**src/hdl/msr_pkg.sv**
```systemverilog
`timescale 1ns / 1ps
`default_nettype none
// ----------------------------------------------------------------------------
// msr_pkg: shared types and constants of the multi-servo slew ramp
// Channel count, command codes, reset values and the per-channel state record.
// ----------------------------------------------------------------------------
package msr_pkg;

  localparam int unsigned CHANNELS = 8;
  localparam int unsigned CH_W     = $clog2(CHANNELS);

  localparam logic [7:0]  POS_RESET  = 8'd45;
  localparam logic [7:0]  LOW_RESET  = 8'd45;
  localparam logic [7:0]  HIGH_RESET = 8'd135;
  localparam logic [7:0]  STEP_RESET = 8'd20;
  localparam logic [15:0] HOLD_RESET = 16'd300;

  // Configuration register indexes.
  localparam logic CFG_STEP_PERIOD = 1'b0;
  localparam logic CFG_HOLD        = 1'b1;

  typedef enum logic [1:0] {
    CMD_TICK    = 2'd0,
    CMD_SET_DIR = 2'd1,
    CMD_ADJUST  = 2'd2,
    CMD_LOAD    = 2'd3
  } cmd_e;

  // One accepted input item.
  typedef struct packed {
    cmd_e            cmd;
    logic [CH_W-1:0] channel;
    logic            direction;
    logic [7:0]      delta;
    logic [7:0]      low_limit_in;
    logic [7:0]      high_limit_in;
    logic [15:0]     now_ms;
  } item_t;

  // All state held for one servo channel.
  typedef struct packed {
    logic [7:0]  pos;
    logic [7:0]  prev_pos;
    logic [15:0] last_step;
    logic [15:0] last_move;
    logic        dir;
    logic        attached;
    logic [7:0]  low;
    logic [7:0]  high;
  } chan_t;

endpackage
`default_nettype wire

```
**src/hdl/msr_step.sv**
```systemverilog
`timescale 1ns / 1ps
`default_nettype none
// ----------------------------------------------------------------------------
// msr_step: per-item channel update
// Applies one command to the selected channel's state record.
// ----------------------------------------------------------------------------
module msr_step (
  input  msr_pkg::item_t item_i,
  input  msr_pkg::chan_t chan_i,
  input  logic [7:0]     step_period_i,
  input  logic [15:0]    hold_i,
  output msr_pkg::chan_t chan_o,
  output logic           moved_o
);

  logic [15:0] since_step;
  logic [15:0] since_move;
  logic        due;
  logic [7:0]  target;
  logic [7:0]  stepped;
  logic        changed;
  logic        at_end;

  assign since_step = item_i.now_ms - chan_i.last_step;
  assign since_move = item_i.now_ms - chan_i.last_move;
  assign due        = since_step >= {8'd0, step_period_i};
  assign target     = chan_i.dir ? chan_i.low : chan_i.high;

  always_comb begin
    if (chan_i.pos < target) begin
      stepped = chan_i.pos + 8'd1;
    end else if (chan_i.pos > target) begin
      stepped = chan_i.pos - 8'd1;
    end else begin
      stepped = chan_i.pos;
    end
  end

  assign changed = stepped != chan_i.prev_pos;
  assign at_end  = (stepped == chan_i.high) || (stepped == chan_i.low);

  always_comb begin
    chan_o  = chan_i;
    moved_o = 1'b0;
    unique case (item_i.cmd)
      msr_pkg::CMD_TICK: begin
        if (due) begin
          chan_o.last_step = item_i.now_ms;
          chan_o.pos       = stepped;
          if (changed) begin
            // A move restarts the hold time, so no detach can follow it here.
            chan_o.prev_pos  = stepped;
            chan_o.attached  = 1'b1;
            chan_o.last_move = item_i.now_ms;
            moved_o          = 1'b1;
          end else if (at_end && (since_move > hold_i)) begin
            chan_o.attached = 1'b0;
          end
        end
      end
      msr_pkg::CMD_SET_DIR: begin
        chan_o.dir = item_i.direction;
      end
      msr_pkg::CMD_ADJUST: begin
        if (chan_i.dir) begin
          chan_o.low = chan_i.low + item_i.delta;
        end else begin
          chan_o.high = chan_i.high + item_i.delta;
        end
      end
      msr_pkg::CMD_LOAD: begin
        chan_o.low  = item_i.low_limit_in;
        chan_o.high = item_i.high_limit_in;
        chan_o.pos  = item_i.low_limit_in;
      end
      default: begin
        chan_o = chan_i;
      end
    endcase
  end

endmodule
`default_nettype wire

```
**src/hdl/multi_servo_slew_ramp_top.sv**
```systemverilog
`timescale 1ns / 1ps
`default_nettype none
// ----------------------------------------------------------------------------
// multi_servo_slew_ramp_top: eight-channel servo slew-rate limiter
// Ramps each channel's position toward its selected endpoint, one unit per
// step period, and attaches or detaches the pulse drive.
// ----------------------------------------------------------------------------
//
// Channel   Direction  Carries
// s_axis    in         command item: tuser = cmd, tdata = channel .. now_ms
// m_axis    out        one result per item: channel, position, moved, drive
// cfg       in         step period (index 0) and hold time (index 1)
//
// Every item passes from its transfer on s_axis into the input register;
// from there the channel update is computed and written to the result
// register and the channel state at once, and the result goes out on m_axis.
// A new item is taken in every cycle as long as m_axis keeps taking results.
// Reset restores all channel state, the round-robin pointer and both
// configuration registers. When m_axis stalls, the input register still
// takes one more item, then s_axis_tready drops.
//
module multi_servo_slew_ramp_top (
  input  logic        clk_i,
  input  logic        rst_ni,
  // Slave stream: tdata fields from bit 0: channel[2:0], direction[3],
  // delta[11:4], low_limit_in[19:12], high_limit_in[27:20], now_ms[43:28].
  input  logic        s_axis_tvalid,
  output logic        s_axis_tready,
  input  logic [47:0] s_axis_tdata,
  input  logic [1:0]  s_axis_tuser,   // cmd[1:0]
  // Master stream: tdata fields from bit 0: serviced_channel[2:0],
  // position[10:3], moved[11], drive_enable[12].
  output logic        m_axis_tvalid,
  input  logic        m_axis_tready,
  output logic [15:0] m_axis_tdata,
  // Configuration write port.
  input  logic        cfg_we_i,
  input  logic        cfg_addr_i,
  input  logic [15:0] cfg_wdata_i
);

  localparam int unsigned ChW = msr_pkg::CH_W;

  // Configuration registers.
  logic [7:0]  step_period_q;
  logic [15:0] hold_q;

  always_ff @(posedge clk_i or negedge rst_ni) begin
    if (!rst_ni) begin
      step_period_q <= msr_pkg::STEP_RESET;
      hold_q        <= msr_pkg::HOLD_RESET;
    end else if (cfg_we_i) begin
      if (cfg_addr_i == msr_pkg::CFG_STEP_PERIOD) begin
        step_period_q <= cfg_wdata_i[7:0];
      end else begin
        hold_q <= cfg_wdata_i;
      end
    end
  end

  // Handshake control. The input register moves on whenever the result
  // register is empty or its content is being taken in this cycle.
  logic           in_valid_q;
  msr_pkg::item_t in_q;
  logic           out_valid_q;
  logic [15:0]    out_data_q;
  logic           out_free;
  logic           advance;
  logic           s_xfer;

  assign out_free      = !out_valid_q || m_axis_tready;
  assign advance       = in_valid_q && out_free;
  assign s_axis_tready = !in_valid_q || out_free;
  assign s_xfer        = s_axis_tvalid && s_axis_tready;

  always_ff @(posedge clk_i or negedge rst_ni) begin
    if (!rst_ni) begin
      in_valid_q <= 1'b0;
    end else if (s_axis_tready) begin
      in_valid_q <= s_axis_tvalid;
    end
  end

  always_ff @(posedge clk_i) begin
    if (s_xfer) begin
      in_q.cmd           <= msr_pkg::cmd_e'(s_axis_tuser);
      in_q.channel       <= s_axis_tdata[2:0];
      in_q.direction     <= s_axis_tdata[3];
      in_q.delta         <= s_axis_tdata[11:4];
      in_q.low_limit_in  <= s_axis_tdata[19:12];
      in_q.high_limit_in <= s_axis_tdata[27:20];
      in_q.now_ms        <= s_axis_tdata[43:28];
    end
  end

  // Channel state, round-robin pointer and the channel whose direction was
  // set last.
  msr_pkg::chan_t chan_q [msr_pkg::CHANNELS];
  logic [ChW-1:0] rr_q;
  logic [ChW-1:0] rr_d;
  logic [ChW-1:0] last_set_q;
  logic [ChW-1:0] sel;

  always_comb begin
    unique case (in_q.cmd)
      msr_pkg::CMD_TICK:   sel = rr_q;
      msr_pkg::CMD_ADJUST: sel = last_set_q;
      default:             sel = in_q.channel;
    endcase
  end

  assign rr_d = (rr_q == ChW'(msr_pkg::CHANNELS - 1)) ? '0 : rr_q + 1'b1;

  msr_pkg::chan_t chan_cur;
  msr_pkg::chan_t chan_d;
  logic           moved;

  assign chan_cur = chan_q[sel];

  msr_step u_step (
    .item_i        (in_q),
    .chan_i        (chan_cur),
    .step_period_i (step_period_q),
    .hold_i        (hold_q),
    .chan_o        (chan_d),
    .moved_o       (moved)
  );

  always_ff @(posedge clk_i or negedge rst_ni) begin
    if (!rst_ni) begin
      for (int i = 0; i < msr_pkg::CHANNELS; i++) begin
        chan_q[i] <= '{pos:       msr_pkg::POS_RESET,
                       prev_pos:  8'd0,
                       last_step: 16'd0,
                       last_move: 16'd0,
                       dir:       1'b0,
                       attached:  1'b0,
                       low:       msr_pkg::LOW_RESET,
                       high:      msr_pkg::HIGH_RESET};
      end
      rr_q       <= '0;
      last_set_q <= '0;
    end else if (advance) begin
      chan_q[sel] <= chan_d;
      if (in_q.cmd == msr_pkg::CMD_TICK) begin
        rr_q <= rr_d;
      end
      if (in_q.cmd == msr_pkg::CMD_SET_DIR) begin
        last_set_q <= in_q.channel;
      end
    end
  end

  // Result register.
  always_ff @(posedge clk_i or negedge rst_ni) begin
    if (!rst_ni) begin
      out_valid_q <= 1'b0;
    end else if (out_free) begin
      out_valid_q <= in_valid_q;
    end
  end

  always_ff @(posedge clk_i) begin
    if (advance) begin
      out_data_q <= {3'd0, chan_d.attached, moved, chan_d.pos, sel};
    end
  end

  assign m_axis_tvalid = out_valid_q;
  assign m_axis_tdata  = out_data_q;

endmodule
`default_nettype wire

```
**config.mk**
```make
export PLATFORM = sky130hd
export DESIGN_NAME = multi_servo_slew_ramp_top
export DESIGN_NICKNAME = d
export VERILOG_FILES = /design/src/hdl/msr_pkg.sv /design/src/hdl/msr_step.sv /design/src/hdl/multi_servo_slew_ramp_top.sv
export SDC_FILE = /design/constraint.sdc
export NUM_CORES = 2
export LEC_CHECK = 0
export BUFFER_PORTS_ARGS = -buffer_cell sky130_fd_sc_hd__buf_2
export CORE_MARGIN = 5
export CORE_UTILIZATION = 25
export CTS_CLUSTER_DIAMETER = 50
export DETAILED_ROUTE_END_ITERATION = 16
export PLACE_DENSITY_LB_ADDON = 0.05
export SYNTH_ARGS = -nofsm -noshare
export SYNTH_HDL_FRONTEND = slang
export SYNTH_HIERARCHICAL = 1
export SYNTH_SLANG_ARGS = --single-unit
```
**constraint.sdc**
```tcl
create_clock -name clk_i -period 7.3 [get_ports clk_i]
set_input_delay 0.365 -clock clk_i [delete_from_list [all_inputs] [get_ports clk_i]]
set_output_delay 0.365 -clock clk_i [all_outputs]
set_load 0.005 [all_outputs]
```
# After elaboration in Yosys (flattened, before gate mapping)
# Index checks and enable logic that the tools add are counted.
[totals] word_cells=141 out_inout_bits=18 regBits=619 input_bits=72
[op_classes] addsub=7 n_bitwise=2 mux=25 order_cmp=6 n_reduce_logical=15 n_eq_ne=7
[ops] operator="bitwise mux 528 bit" n=1
[ops] operator="binary-select mux 66 bit (select 3 bit)" n=1
[ops] operator="demux 66 bit (select 3 bit)" n=1
[ops] operator="2-to-1 mux 66 bit" n=3
[ops] operator="2-to-1 mux 48 bit" n=1
[ops] operator="2-to-1 mux 8 bit" n=6
[ops] operator="2-to-1 mux 40 bit" n=1
[ops] operator="one-hot mux 16 bit (2 select lines)" n=1
[ops] operator="subtractor 16 bit" n=2
[ops] operator="adder 8 bit" n=2
[ops] operator="equality test 8 bit" n=2
[ops] operator="greater-or-equal comparator 16 x 8 -> 1 bit" n=1
[ops] operator="> comparator 16 bit" n=1
[ops] operator="2-to-1 mux 16 bit" n=1
[ops] operator="one-hot mux 8 bit (2 select lines)" n=1
[ops] operator="AND reduction 2 bit" n=5
[ops] operator="adder 8 x 1 -> 8 bit (second input constant)" n=1
[ops] operator="> comparator 8 bit" n=1
[ops] operator="< comparator 8 bit" n=1
[ops] operator="!= test 8 bit" n=1
[ops] operator="subtractor 8 x 1 -> 8 bit (second input constant)" n=1
[ops] operator="2-to-1 mux 1 bit" n=6
[ops] operator="one-hot mux 3 bit (2 select lines)" n=1
[ops] operator="equality test 2 bit (second input constant)" n=2
[ops] operator="12 further kinds" n=18

# Logic depth before layout (Yosys ltp)
[logic_depth] ltp_word=18 mapped_depth=31

# By module
# Netlist, hierarchy kept.
[modules_own_cells] module="multi_servo_slew_ramp_top" cells_per_inst=2379 area_per_inst_um2=30296.6 n_inst=1 seq_area_each_um2=15912.8
[modules_own_cells] module="msr_step" cells_per_inst=684 area_per_inst_um2=4823.4 n_inst=1 seq_area_each_um2=0.0

# Worst setup path before layout
# Ideal clock, no wire load.
[synth_timing] path_kind="register to register" from="register in_q[45] in the netlist's numbering" to="register chan_q[380] in the netlist's numbering" path_slack_ns=0.970 setup_ns=0.128 required_time_ns=7.172 path_stages_with_launch=26 period_less_slack_ns=6.330 t_arrival_ns=6.202 n_path_buf=7 path_cell_list="edfxtp_1 > buf_2 > mux2_4 > o21ai_2 > buf_2 > clkbuf_1 > nand2_1 > a22oi_1 > mux2_2 > clkbuf_1 > buf_1 > mux2i_1 > ha_1 > a21oi_2 > nor2b_2 > o31ai_4 > nand2_2 > a311oi_4 > xnor2_1 > a2111o_1 > nor4_4 > nand2b_1 > buf_6 > buf_12 > mux2_4 > mux2_1"
[synth_lines] element="from (decl)" line_no="multi_servo_slew_ramp_top.sv:64" text="msr_pkg::item_t in_q;"
[synth_lines] element="to (signal, indexed assignment)" line_no="multi_servo_slew_ramp_top.sv:132" text="chan_q[i] <= '{pos: msr_pkg::POS_RESET,"
[synth_lines] element="to (signal, indexed assignment)" line_no="multi_servo_slew_ramp_top.sv:144" text="chan_q[sel] <= chan_d;"
[synth_lines] element="to (decl)" line_no="multi_servo_slew_ramp_top.sv:98" text="msr_pkg::chan_t chan_q [msr_pkg::CHANNELS];"

==> metrics.md <==
| Metric | Value |
|---|---|
| Outcome | `finished, final reports clean` |
| Hpwl dp | `74.40 mm` |
| CP startpoint kind | `register` |
| Critical path fanouts, max | `19` |
| Post-CTS Setup Inserts | `0` |
| Drt first pass iters | `7` |
| Vias in the first global route | `26596` |
| Post-Place Worst Slack | `-65.03 ps` |
| VDD IR max | `0.1761 mV` |
| Post-synth cell types | `81` |
| Final Cell Area | `42590 µm²` |
| Via count | `24994` |
| GP Congestion | `0.7987` |
| M2 GR Usage | `26.87%` |
| Post-DP Area | `37940 µm²` |
| Unrepaired setup endpoints after global routing | `no` |
| GR met1 Demand/Resource | `21.49%` |
| Reg2reg setup slack | `440 ps` |
| Post-synth ARST share | `90.47%` |
| Synth Area in Adders | `3.221%` |
| Final Hold Viols | `0` |
| Commonest non-fill, non-tap cell in the layout | `mux2_2` |
| Worst-Margin Slew | `1220 ps` |
| Die area | `148100 µm²` |
| Leak | `18.13 nW` |
| Hold Path Class | `primary input to register` |
| Detail Route Antenna Nets | `0` |
| First-pass GRT wire length | `177.1 mm` |
| Register area share after synthesis | `45.31%` |
| CTS H-tree lvls | `3` |
| MaxCap Viol Count | `0` |
| Launch point of the worst reg-to-reg path | `in_q[45]` |
| Worst skew pair latency | `700 ps` |
| Core Box Area | `139500 µm²` |
| Post-synth top area cell | `dfrtp_1` |
| Largest family of logic cells by synthesized area | `multiplexers` |
| I/O Buffers | `82` |
| Pin count of the biggest net entering global routing | `133` |
| CP Data Arrival Time | `7430 ps` |
| Clock-pin transition on the worst setup and hold timing paths | `50 ps` |
| Vias per inst | `4.808` |
| CTS sink count | `619` |
| Reg2reg end | `chan_q[424]` |
| Die span in x | `384.8 µm` |
| #FFs+latches synth | `619` |
| Pwr dens | `461.7 nW/µm²` |
| Die Ht | `384.8 µm` |
| Final setup violating endpoints | `0` |
| Fill count | `14184` |
| Hold Crit Depth | `3` |
| Met3 usage | `2.243%` |
| Top Usage Layer GRT | `met2` |
| Post-synthesis cell count | `3063` |
| Ranking of synthesized cells by area | `dfrtp_1, mux2_2, dfstp_2` |
| Final-stage net count | `3386` |
| Starting density of the core | `25.17%` |
| Mapped Area | `35120 µm²` |
| Tot GR Track Use | `15.95%` |
| Kind of critical path | `register to register` |
| FF+latch area | `15910 µm²` |
| Row count | `137` |
| Slew Viols, Final | `0` |
| Period utilization | `94.04%` |
| Num CTS Buffers | `110` |
| Initial DRC Count | `1331` |
| Top-area cell type share of the netlist area | `32.63%` |
| Area of the multi-input gates | `17910 µm²` |
| Clock Tree Root | `clkbuf_16` |
| Required @ worst endpoint | `7870 ps` |
| Tmin final | `6865 ps` |
| Post-synth EDFFs | `59` |
| Max Buffers Root-to-Sink | `3` |
| Ys flop type | `dfrtp_1` |
| Initial antenna violation count | `2` |
| Area Overhead vs Synth | `21.28%` |
| Mux cell area share after synthesis | `29.46%` |
| Hold WS | `213.3 ps` |
| R2r worst-path depth | `26` |
| Layout cell share with drive strength beyond 1 | `31.59%` |
| Post-Synth XOR/XNOR Area | `1.560%` |
| Post-synthesis compound-gate area fraction | `10.47%` |
| Syn. warnings | `6` |
| Hold path start | `cfg_addr_i` |
| WL final | `118.4 mm` |
| Setup crit end kind | `register` |
| DRC Markers | `0` |
| F_max | `145.7 MHz` |
| Final worst slack | `435.2 ps` |
| Syn avg cell area | `11.47 µm²` |
| Total grt overflow | `0` |
| Wire length per cell | `22.78 µm` |
| I/O pin total | `90` |
| TritonCTS clock tree | `yes` |
| Clk_skew | `29.51 ps` |
| Simple-Gate Fraction of Synth Area | `5.910%` |
| Max-Slew Margin vs Limit | `17.81%` |
| Most frequent cells in the layout | `mux2_2, dfrtp_1, nand2_1` |
| Hold endpoint | `step_period_q[5]` |
## layer usage
| layer | part of all wire (%) | wire length (µm) |
|---|---|---|
| met1 | 47 | 55180 |
| met2 | 48 | 56570 |
| met3 | 3.7 | 4410 |
| met4 | 1.9 | 2268 |
| met5 | 0 | 0 |
## worst max-delay path: stages (launching register included)
cell and delay (ps):
edfxtp_1 410, buf_4 210, mux2_4 410, mux2_2 370, o21ai_0 200, o21ai_0 160
mux2_2 300, inv_1 170, ha_1 320, a21o_1 230, or3_1 320, o21ai_2 260
xnor2_1 160, ha_1 250, a21oi_1 180, o221ai_1 140, a21oi_1 130, nand4_1 100
nor4_1 280, nand3_1 150, a21oi_2 270, buf_4 260, and2b_2 260, nand2b_1 120
buf_12 230, mux2_2 450, mux2_1 320
## report_power, final
| part | switching [W] | internal, W |
|---|---|---|
| Clock | 0.00191 | 0.00360 |
| Combinational | 0.00447 | 0.00372 |
| Sequential | 0.000850 | 0.00512 |
| Total | 0.00722 | 0.0124 |
## cells in the mapped netlist, types with 9 or more instances
library cell,n
dfstp_2,102
o21ai_0,190
nor3_1,9
buf_1,36
edfxtp_1,59
buf_4,25
nand4_1,9
mux2_2,521
a21oi_1,178
clkbuf_1,82
buf_6,17
dfrtp_1,458
a21o_1,9
mux2i_1,189
xor2_1,13
xnor2_1,47
nand3_1,15
nand3b_1,17
nand2_1,305
nand2b_1,15
inv_1,84
o211ai_1,58
buf_2,52
ha_1,84
nor2_1,48
a221o_1,14
a22oi_1,81
o21a_1,12
mux2_1,217
## sequential cells by signal (all words and copies together) (netlist names)
signal and count:
chan_q 528, in_q 46, hold_q 16, m_axis_tdata 13, step_period_q 8, last_set_q 3
rr_q 3, in_valid_q 1, m_axis_tvalid 1
## worst max path at each step
stage               startpoint     endpoint  slack (ps)  cells past startpoint
finish                in_q[45]  chan_q[424]         440                     26
CTS                   in_q[45]  chan_q[424]           9                     26
global placement      in_q[45]  chan_q[365]         -40                     26
global route          in_q[45]  chan_q[280]          20                     29
detailed placement    in_q[45]  chan_q[365]         -70                     26
floorplan             in_q[45]  chan_q[380]         970                     25
## logic make-up after synthesis
group,after synthesis
fa+ha+maj,88
flops,619
other cells,1
simple gates,461
compound gates,598
mux,936
buf+inv,299
xor+xnor,61
## layout make-up
type,count,share of cell area [%]
clock inverters,76,2.391
clock buffers,131,6.915
well taps,1876,5.511
repair buffers,262,4.988
flip-flops and latches,619,37.36
multi-input cells,2147,42.05
diodes,1,0.005875
inverters,86,0.7755
## stage by stage
stage	setup TNS [ps]	total power, W	util (%)	cells
after floorplan	0	0.01153	-	3065
after global placement	-1907	0.01397	27.19	4924
after detailed placement	-1871	0.01422	27.19	4924
after CTS	0	0.01994	30.51	5197
after global routing	0	0.02105	30.52	5197
final	0	0.01967	30.53	5198
## timing repair
item | 4_1_cts | 5_1_grt
setup endpoints to repair | 154 | 392
hold buffers | 66 | 0
endpoints found under the hold margin | 167 | 0
pin swaps | 0 | 0
resized for setup | 7 | 11
Power figures use the tool's default switching activity.
